===== src/sv/crc8fp_pkg.sv =====
// shared types, codes and the crc-8/maxim byte update for the frame parser
package crc8fp_pkg;

  localparam int unsigned CfgIdxW = 1;
  localparam logic [CfgIdxW-1:0] CFG_HEADER_FIRST  = 1'd0;
  localparam logic [CfgIdxW-1:0] CFG_HEADER_SECOND = 1'd1;

  localparam logic [7:0] HEADER_FIRST_RST  = 8'hAB;
  localparam logic [7:0] HEADER_SECOND_RST = 8'hCD;

  localparam logic [1:0] ST_GOOD    = 2'd0;
  localparam logic [1:0] ST_CRC_ERR = 2'd1;
  localparam logic [1:0] ST_LEN_ERR = 2'd2;

  localparam logic [7:0] CRC_POLY_REFL = 8'h8C;

  // which kind of result the output register loads
  typedef enum logic [1:0] {
    OSEL_DATA    = 2'd0,
    OSEL_EMPTY   = 2'd1,
    OSEL_CRC_ERR = 2'd2,
    OSEL_LEN_ERR = 2'd3
  } osel_t;

  // controller to datapath
  typedef struct packed {
    logic  load_type;
    logic  load_len;
    logic  load_data;
    logic  replay_start;
    logic  replay_read;
    logic  replay_step;
    logic  emit;
    osel_t osel;
  } cmd_t;

  // datapath to controller
  typedef struct packed {
    logic hdr1_hit;
    logic hdr2_hit;
    logic len_over;
    logic len_zero;
    logic held_zero;
    logic data_done;
    logic crc_ok;
    logic replay_last;
    logic out_free;
  } sts_t;

  function automatic logic [7:0] crc8_byte(input logic [7:0] crc, input logic [7:0] b);
    logic [7:0] c;
    c = crc ^ b;
    for (int i = 0; i < 8; i++) begin
      c = c[0] ? ((c >> 1) ^ CRC_POLY_REFL) : (c >> 1);
    end
    return c;
  endfunction

endpackage


===== src/sv/crc8_frame_parser_core.sv =====
// top level of the crc-8/maxim frame parser
//
//  channel  | handshake            | payload
//  ---------+----------------------+------------------------------------------
//  in       | in_valid / in_stall  | rx_byte
//  out      | out_valid / out_stall| status, frame_type, payload_length,
//           |                      | byte_index, data_byte, has_data, last
//  cfg      | cfg_valid / cfg_ready| cfg_index, cfg_data (always ready)
//
//  one byte per cycle while hunting headers and collecting type, length and payload
//  a good frame replays its payload byte by byte; each byte takes a registered
//  read of the payload memory followed by the output register load
//  input is stalled during replay, and on length and crc bytes while the output
//  register holds an untaken transaction
//  rst is synchronous, active high; it restores the header values 0xab / 0xcd
//  and returns the parser to the first-header hunt; payload memory is not cleared
module crc8_frame_parser_core #(
  parameter int unsigned MAX_PAYLOAD = 32
) (
  input  logic                           clk,
  input  logic                           rst,
  // received bytes
  input  logic                           in_valid,
  output logic                           in_stall,
  input  logic [7:0]                     rx_byte,
  // results
  output logic                           out_valid,
  input  logic                           out_stall,
  output logic [1:0]                     status,
  output logic [7:0]                     frame_type,
  output logic [7:0]                     payload_length,
  output logic [4:0]                     byte_index,
  output logic [7:0]                     data_byte,
  output logic                           has_data,
  output logic                           last,
  // register writes
  input  logic                           cfg_valid,
  output logic                           cfg_ready,
  input  logic [crc8fp_pkg::CfgIdxW-1:0] cfg_index,
  input  logic [7:0]                     cfg_data
);

  crc8fp_pkg::cmd_t cmd;
  crc8fp_pkg::sts_t sts;

  // header registers take a write every cycle
  assign cfg_ready = 1'b1;

  crc8fp_ctrl u_ctrl (
    .clk      (clk),
    .rst      (rst),
    .in_valid (in_valid),
    .in_stall (in_stall),
    .sts      (sts),
    .cmd      (cmd)
  );

  crc8fp_dp #(
    .MAX_PAYLOAD (MAX_PAYLOAD)
  ) u_dp (
    .clk            (clk),
    .rst            (rst),
    .cfg_we         (cfg_valid && cfg_ready),
    .cfg_index      (cfg_index),
    .cfg_data       (cfg_data),
    .rx_byte        (rx_byte),
    .cmd            (cmd),
    .sts            (sts),
    .out_valid      (out_valid),
    .out_stall      (out_stall),
    .status         (status),
    .frame_type     (frame_type),
    .payload_length (payload_length),
    .byte_index     (byte_index),
    .data_byte      (data_byte),
    .has_data       (has_data),
    .last           (last)
  );

endmodule


===== src/sv/crc8fp_ctrl.sv =====
// parse and replay controller for the frame parser
module crc8fp_ctrl (
  input  logic                clk,
  input  logic                rst,
  input  logic                in_valid,
  output logic                in_stall,
  input  crc8fp_pkg::sts_t    sts,
  output crc8fp_pkg::cmd_t    cmd
);

  typedef enum logic [7:0] {
    S_HDR1 = 8'b0000_0001,
    S_HDR2 = 8'b0000_0010,
    S_TYPE = 8'b0000_0100,
    S_LEN  = 8'b0000_1000,
    S_DATA = 8'b0001_0000,
    S_CRC  = 8'b0010_0000,
    S_RD   = 8'b0100_0000,
    S_WR   = 8'b1000_0000
  } state_t;

  state_t state;
  state_t state_next;
  logic   in_fire;

  always_comb begin
    unique case (state)
      S_RD, S_WR:   in_stall = 1'b1;
      S_LEN, S_CRC: in_stall = !sts.out_free;
      default:      in_stall = 1'b0;
    endcase
  end

  assign in_fire = in_valid && !in_stall;

  always_comb begin
    state_next = state;
    cmd        = '0;
    cmd.osel   = crc8fp_pkg::OSEL_DATA;
    unique case (state)
      S_HDR1: begin
        if (in_fire) state_next = sts.hdr1_hit ? S_HDR2 : S_HDR1;
      end
      S_HDR2: begin
        if (in_fire) begin
          priority if (sts.hdr2_hit) state_next = S_TYPE;
          else if (sts.hdr1_hit)     state_next = S_HDR2;
          else                       state_next = S_HDR1;
        end
      end
      S_TYPE: begin
        if (in_fire) begin
          cmd.load_type = 1'b1;
          state_next    = S_LEN;
        end
      end
      S_LEN: begin
        if (in_fire) begin
          if (sts.len_over) begin
            cmd.emit   = 1'b1;
            cmd.osel   = crc8fp_pkg::OSEL_LEN_ERR;
            state_next = S_HDR1;
          end else begin
            cmd.load_len = 1'b1;
            state_next   = sts.len_zero ? S_CRC : S_DATA;
          end
        end
      end
      S_DATA: begin
        if (in_fire) begin
          cmd.load_data = 1'b1;
          if (sts.data_done) state_next = S_CRC;
        end
      end
      S_CRC: begin
        if (in_fire) begin
          priority if (!sts.crc_ok) begin
            cmd.emit   = 1'b1;
            cmd.osel   = crc8fp_pkg::OSEL_CRC_ERR;
            state_next = S_HDR1;
          end else if (sts.held_zero) begin
            cmd.emit   = 1'b1;
            cmd.osel   = crc8fp_pkg::OSEL_EMPTY;
            state_next = S_HDR1;
          end else begin
            cmd.replay_start = 1'b1;
            state_next       = S_RD;
          end
        end
      end
      S_RD: begin
        cmd.replay_read = 1'b1;
        state_next      = S_WR;
      end
      S_WR: begin
        if (sts.out_free) begin
          cmd.emit        = 1'b1;
          cmd.osel        = crc8fp_pkg::OSEL_DATA;
          cmd.replay_step = 1'b1;
          state_next      = sts.replay_last ? S_HDR1 : S_RD;
        end
      end
      default: state_next = S_HDR1;
    endcase
  end

  always_ff @(posedge clk) begin
    if (rst) state <= S_HDR1;
    else     state <= state_next;
  end

endmodule


===== src/sv/crc8fp_dp.sv =====
// datapath: header registers, frame fields, crc, payload memory, output register
module crc8fp_dp #(
  parameter int unsigned MAX_PAYLOAD = 32
) (
  input  logic                               clk,
  input  logic                               rst,
  input  logic                               cfg_we,
  input  logic [crc8fp_pkg::CfgIdxW-1:0]     cfg_index,
  input  logic [7:0]                         cfg_data,
  input  logic [7:0]                         rx_byte,
  input  crc8fp_pkg::cmd_t                   cmd,
  output crc8fp_pkg::sts_t                   sts,
  output logic                               out_valid,
  input  logic                               out_stall,
  output logic [1:0]                         status,
  output logic [7:0]                         frame_type,
  output logic [7:0]                         payload_length,
  output logic [4:0]                         byte_index,
  output logic [7:0]                         data_byte,
  output logic                               has_data,
  output logic                               last
);

  localparam int unsigned CntW  = $clog2(MAX_PAYLOAD + 1);
  localparam int unsigned AddrW = (MAX_PAYLOAD > 1) ? $clog2(MAX_PAYLOAD) : 1;

  logic [7:0]      hdr_first;
  logic [7:0]      hdr_second;
  logic [7:0]      held_type;
  logic [CntW-1:0] held_len;
  logic [CntW-1:0] count;
  logic [CntW-1:0] rd_idx;
  logic [7:0]      crc;
  logic [7:0]      rd_data;
  logic [7:0]      mem [MAX_PAYLOAD];

  always_ff @(posedge clk) begin
    if (rst) begin
      hdr_first  <= crc8fp_pkg::HEADER_FIRST_RST;
      hdr_second <= crc8fp_pkg::HEADER_SECOND_RST;
    end else if (cfg_we) begin
      unique case (cfg_index)
        crc8fp_pkg::CFG_HEADER_FIRST:  hdr_first  <= cfg_data;
        crc8fp_pkg::CFG_HEADER_SECOND: hdr_second <= cfg_data;
        default: ;
      endcase
    end
  end

  always_ff @(posedge clk) begin
    if (rst) begin
      held_type <= '0;
      held_len  <= '0;
      count     <= '0;
      crc       <= '0;
      rd_idx    <= '0;
    end else begin
      if (cmd.load_type) begin
        held_type <= rx_byte;
        crc       <= crc8fp_pkg::crc8_byte(8'h00, rx_byte);
        count     <= '0;
      end
      if (cmd.load_len) begin
        held_len <= rx_byte[CntW-1:0];
        crc      <= crc8fp_pkg::crc8_byte(crc, rx_byte);
        count    <= '0;
      end
      if (cmd.load_data) begin
        crc   <= crc8fp_pkg::crc8_byte(crc, rx_byte);
        count <= count + CntW'(1);
      end
      if (cmd.replay_start)     rd_idx <= '0;
      else if (cmd.replay_step) rd_idx <= rd_idx + CntW'(1);
    end
  end

  // payload store, one write and one registered read port
  always_ff @(posedge clk) begin
    if (cmd.load_data) mem[count[AddrW-1:0]] <= rx_byte;
  end

  always_ff @(posedge clk) begin
    if (cmd.replay_read) rd_data <= mem[rd_idx[AddrW-1:0]];
  end

  always_comb begin
    sts.hdr1_hit    = (rx_byte == hdr_first);
    sts.hdr2_hit    = (rx_byte == hdr_second);
    sts.len_over    = (rx_byte > 8'(MAX_PAYLOAD));
    sts.len_zero    = (rx_byte == 8'h00);
    sts.held_zero   = (held_len == '0);
    sts.data_done   = ((count + CntW'(1)) == held_len);
    sts.crc_ok      = (rx_byte == crc);
    sts.replay_last = ((rd_idx + CntW'(1)) == held_len);
    sts.out_free    = !out_valid || !out_stall;
  end

  // output register
  always_ff @(posedge clk) begin
    if (rst)              out_valid <= 1'b0;
    else if (cmd.emit)    out_valid <= 1'b1;
    else if (!out_stall)  out_valid <= 1'b0;
  end

  always_ff @(posedge clk) begin
    if (cmd.emit) begin
      frame_type <= held_type;
      unique case (cmd.osel)
        crc8fp_pkg::OSEL_DATA: begin
          status         <= crc8fp_pkg::ST_GOOD;
          payload_length <= 8'(held_len);
          byte_index     <= 5'(rd_idx);
          data_byte      <= rd_data;
          has_data       <= 1'b1;
          last           <= sts.replay_last;
        end
        crc8fp_pkg::OSEL_EMPTY: begin
          status         <= crc8fp_pkg::ST_GOOD;
          payload_length <= 8'h00;
          byte_index     <= '0;
          data_byte      <= '0;
          has_data       <= 1'b0;
          last           <= 1'b1;
        end
        crc8fp_pkg::OSEL_CRC_ERR: begin
          status         <= crc8fp_pkg::ST_CRC_ERR;
          payload_length <= 8'(held_len);
          byte_index     <= '0;
          data_byte      <= '0;
          has_data       <= 1'b0;
          last           <= 1'b1;
        end
        crc8fp_pkg::OSEL_LEN_ERR: begin
          status         <= crc8fp_pkg::ST_LEN_ERR;
          payload_length <= rx_byte;
          byte_index     <= '0;
          data_byte      <= '0;
          has_data       <= 1'b0;
          last           <= 1'b1;
        end
        default: ;
      endcase
    end
  end

endmodule

===== config.mk =====
export PLATFORM = sky130hd
export DESIGN_NAME = crc8_frame_parser_core
export DESIGN_NICKNAME = d
export VERILOG_FILES = /design/src/sv/crc8fp_pkg.sv /design/src/sv/crc8_frame_parser_core.sv /design/src/sv/crc8fp_ctrl.sv /design/src/sv/crc8fp_dp.sv
export SDC_FILE = /design/constraint.sdc
export NUM_CORES = 1
export LEC_CHECK = 0
export ABC_CLOCK_PERIOD_IN_PS = 4660
export BUFFER_PORTS_ARGS = -buffer_cell sky130_fd_sc_hd__buf_2
export CORE_MARGIN = 2
export CORE_UTILIZATION = 45
export CTS_CLUSTER_DIAMETER = 120
export DETAILED_ROUTE_END_ITERATION = 8
export SYNTH_ARGS = -nofsm -noshare
export SYNTH_HDL_FRONTEND = slang
export SYNTH_SLANG_ARGS = --single-unit

===== constraint.sdc =====
create_clock -name clk -period 4.66 [get_ports clk]
set_clock_uncertainty 0.1 [all_clocks]
set_input_delay 1.165 -clock clk [delete_from_list [all_inputs] [get_ports clk]]
set_output_delay 1.165 -clock clk [all_outputs]
set_load 0.05 [all_outputs]

==> out/results.env <==
NUMPORTBUFFERS=56
GROUTE.LAYER.MET1.USAGE=0.3099
FIN_TNS_SETUP_NS=0
FINAL-HOLD-VIOLATION-COUNT=0
FINALSETUPVIOLCOUNT=0
DETAIL_PLACEMENT_HPWL_MM=22.77
CRITPATHLAUNCH='u_ctrl.state[2]'
CTS_MADE_BUFFERS=39
CORE_REGION_AREA_MM2=0.03262
SYNTH-ADDER-AREA-SHARE=0.004195
PATH_DELAY_FAMILY='simple AND/OR/NAND/NOR gates'
CRIT-REG2REG-CAPTURE='u_dp.mem[4][2]'
GROUTE.LAYER.MET3.USAGE=0.04754
GRTUSAGEMET2=0.3181
INSERTION_DELAY_NS=0.54
CRITICAL_PATH_BUF_INV_COUNT=1
TIMING.HOLD.WS_NS=0.3340
FIRST_PASS_ITERS=5
GRT_START_MAX_NET_PINS=55
MAIN_COMBINATIONAL_CELL_FAMILY_BY_AREA_AFTER_SYNTHESIS='multiplexers'
POSTSYNTHNETCOUNT=930
CLOCK_SINK_COUNT=356
SYNTH_TOP_AREA_SHARE=0.5980
DIE_H_UM=186.1
SYNTH.DISTINCT_CELLS=70
SLEW_AT_THE_PIN_WITH_THE_WORST_MAX_SLEW_SLACK_NS=1.135
DRT_DRC_VIOLATIONS_LEFT=0
SYNTH_COMPOUND_AREA_FRAC=0.03557
R2R_START='u_ctrl.state[7]'
SYNTH-EDFF-COUNT=297
WORSTSETUPPATHTYPE='reg -> out'
MIN_PATH_CELLS=0
LAYOUT-AREA-OVERHEAD-VS-SYNTH_PCT=13.41
POST_CTS_RESIZE_COUNT=0
PLACEMENT.CELL_AREA_MM2=0.01565
GP_CONGESTION=0.8199
GLOBALROUTE.TOTALOVERFLOW=0
VIA_COUNT=8132
ASYNC_RESET_FF_FRAC=0
CRIT_SLOWEST_CELL='or4_1'
INITIAL_UTILIZATION=0.4572
SYNTH-SEQ-CELLS=356
SYNTH_LARGEST_AREA_CELL='edfxtp_1'
FIRST_GLOBAL_VIAS=7938
GRT_BUSIEST_LAYER='met2'
WORSTPATHREQUIRED_NS=3.39
YOSYS-MUX-AREA-FRACTION=0.1383
SYNTH-SEQ-AREA-SHARE=0.6772
YS_WARNS=0
CRITICAL_PATH.MOST_COMMON_CELL='nand2_1'
R2R_SETUP_SLACK_NS=1.25
FINAL_ANTENNA_NET_COUNT=0
PERIOD_SHARE=0.7684
END_KIND='output pin'
CAP_VIOLATIONS=0
SYN_INST=903
CLK_PIN_SLEW_WORST_PATHS_NS=0.05
SYNTH.AVG_CELL_AREA_UM2=16.52
FINAL_NETS=996
REPORT.FINAL.SLEW_VIOL_COUNT=0
SYNTH_XOR_AREA_FRAC=0.04455
HP-CLASS='reg -> reg'
CRITPATHLAUNCHTYPE='register'
MAPPEDNETLISTAREA_MM2=0.01491
DESIGN.DIE.AREA_MM2=0.03461
IOS=58
RUN_STATUS='finished, final reports clean'
WHS_ENDPOINT='u_dp.frame_type[5]'
PLACEMENTROWS=66
ROOT_BUFFER='clkbuf_16'
POSTCTSHOLDBUFS=0
MAX-SLEW-MARGIN-REL=0.2420
FLOORPLAN.DIE.WIDTH_UM=186.1
DRT-INITIAL-DRC-COUNT=770
FIRST_PASS_GRT_WIRE_LENGTH_MM=52.47
TIMING.REG2REG.WORST_PATH_DEPTH=5
WORST_PATH_MAXIMUM_FANOUT=7
CTS-ROOT-TO-SINK-BUFFERS=3
CRITICAL_PATH.CELL_CHAIN='or4_1 > nor3_1 > nand2_1 > nand2_1 > buf_2'
SYNTH_TOP_FLOP_CELL='edfxtp_1'
P_PER_AREA_mW_PER_MM2=392.4
ROUTED_VIAS_INST=5.635
NFILLCELLS=2656
CTS_TREE='built'
ROUTE.DETAILED.WL_PER_INST_UM=24.31
POWER_LEAKAGE_nW=5.491
SYNTHTOPCELLSBYAREA='edfxtp_1 (60%), mux4_2 (12%), dfxtp_1 (7.9%), xnor2_1 (2.3%), xor2_1 (2.1%)'
SYNTH-SIMPLE-AREA-SHARE=0.08121
FMAX_MHz=279.3
FINALPOWER_mW=6.637
WORSTPATHARRIVAL_NS=2.32
CRIT_PATH_MAX_INCR_DELAY_NS=0.60
GRT_UTIL_ALL_LAYERS=0.2102
LAYOUT_MIN_CYCLE_TIME_NS=3.581
ANTENNA_VIOLATIONS_BEFORE_REPAIR=3
MIN-DELAY-START='u_dp.held_type[5]'
IR_WORST_VDD_uV=308.3
DRIVE_ABOVE_1_SHARE=0.2442
GRT_SETUP_UNREPAIRED='false'
CTS_HTREE_LEVELS=2
DESIGN_AREA_MM2=0.01692
POSTCTSSETUPREPAIRBUFS=0
DETAIL_ROUTE.WIRELENGTH_MM=35.08
cell families (layout without fill, tap and decap cells):
| kind of cell | count (synthesis) | in the layout |
|---|---|---|
| AND/OR/NAND/NOR | 235 | 235 |
| adder cells (fa/ha/maj) | 5 | 5 |
| other | 1 | 3 |
| flip-flops | 356 | 356 |
| multiplexers | 105 | 105 |
| XOR/XNOR | 75 | 75 |
| buffers and inverters | 57 | 153 |
| AO/OA/AOI/OAI | 69 | 69 |
per-layer routing:
metal	vias up	wire length, µm
li1	3635	-
met1	4129	15860
met2	314	15990
met3	50	2566
met4	4	634
met5	-	32
metrics by stage:
| stage | setup slack, ns | utilization | instances |
|---|---|---|---|
| after floorplan | 0.9511 | - | 903 |
| after global placement | 0.7587 | 0.4799 | 1370 |
| after detailed placement | 0.6712 | 0.4799 | 1370 |
| after CTS | 1.072 | 0.5184 | 1441 |
| after global routing | 0.9142 | 0.5185 | 1442 |
| final | 1.079 | 0.5186 | 1443 |
state kept, by name, summed over array words and instances, names as in the netlist, 8 cells and up:
| name | count |
|---|---|
| u_dp.payload_length | 8 |
| u_dp.held_type | 8 |
| u_dp.data_byte | 8 |
| u_dp.frame_type | 8 |
| u_ctrl.state | 8 |
| u_dp.hdr_second | 8 |
| u_dp.mem | 256 |
| u_dp.hdr_first | 8 |
| u_dp.crc | 8 |
| u_dp.rd_data | 8 |
power breakdown:
group          switching [mW]  internal (mW)  total (mW)  leakage [nW]
Clock                    1.22           1.78        3.00         0.617
Combinational           0.129         0.0579       0.187          1.72
Sequential            0.00697           3.44        3.45          3.16
layout by cell type, fill, tap and decap left out, types with 7 or more instances in the layout:
cell type and n:
a21oi_1 19, nor3_1 7, and2_1 17, xnor2_1 39
edfxtp_1 297, nand3_1 9, nor4_1 8, buf_4 22
nor2_1 74, clkbuf_1 9, mux4_2 80, clkbuf_16 40
nand3b_1 9, a311oi_1 7, dfxtp_1 57, nand2_1 63
mux2i_1 16, mux2_2 8, xor2_1 35, buf_2 56
Yosys cell counts, drive strengths merged (3+ instances only):
library cell / count
a211o: 6
a21oi: 19
a22o: 6
a311oi: 7
a31oi: 3
and2: 18
and3: 7
and4b: 3
buf: 26
clkbuf: 27
dfxtp: 59
edfxtp: 297
ha: 5
inv: 4
mux2: 9
mux2i: 16
mux4: 80
nand2: 63
nand2b: 7
nand3: 9
nand3b: 9
nand4b: 7
nor2: 74
nor2b: 6
nor3: 7
nor4: 9
or2: 3
xnor2: 39
xor2: 36
worst max-delay path by stage:
| stage | to | cells past startpoint |
|---|---|---|
| after floorplan | u_dp.byte_index[0] | 8 |
| final | in_stall | 5 |
| after CTS | in_stall | 5 |
| after global routing | u_dp.mem[4][1] | 5 |
| after detailed placement | u_dp.mem[0][5] | 6 |
| after global placement | u_dp.mem[24][6] | 6 |
layout make-up:
cell class / count / area [µm²] / share of cell area
inverter: 4 / 15.01 / 0.0008876
clock inverter: 20 / 193.9 / 0.01147
timing repair buffer: 78 / 445.4 / 0.02633
clock buffer: 51 / 1062 / 0.06280
sequential: 356 / 10100 / 0.5974
tap: 442 / 553.0 / 0.03269
antenna: 2 / 5.005 / 0.0002959
multi-input combinational: 490 / 4536 / 0.2681
No activity file was read; power rests on OpenSTA's default activity.
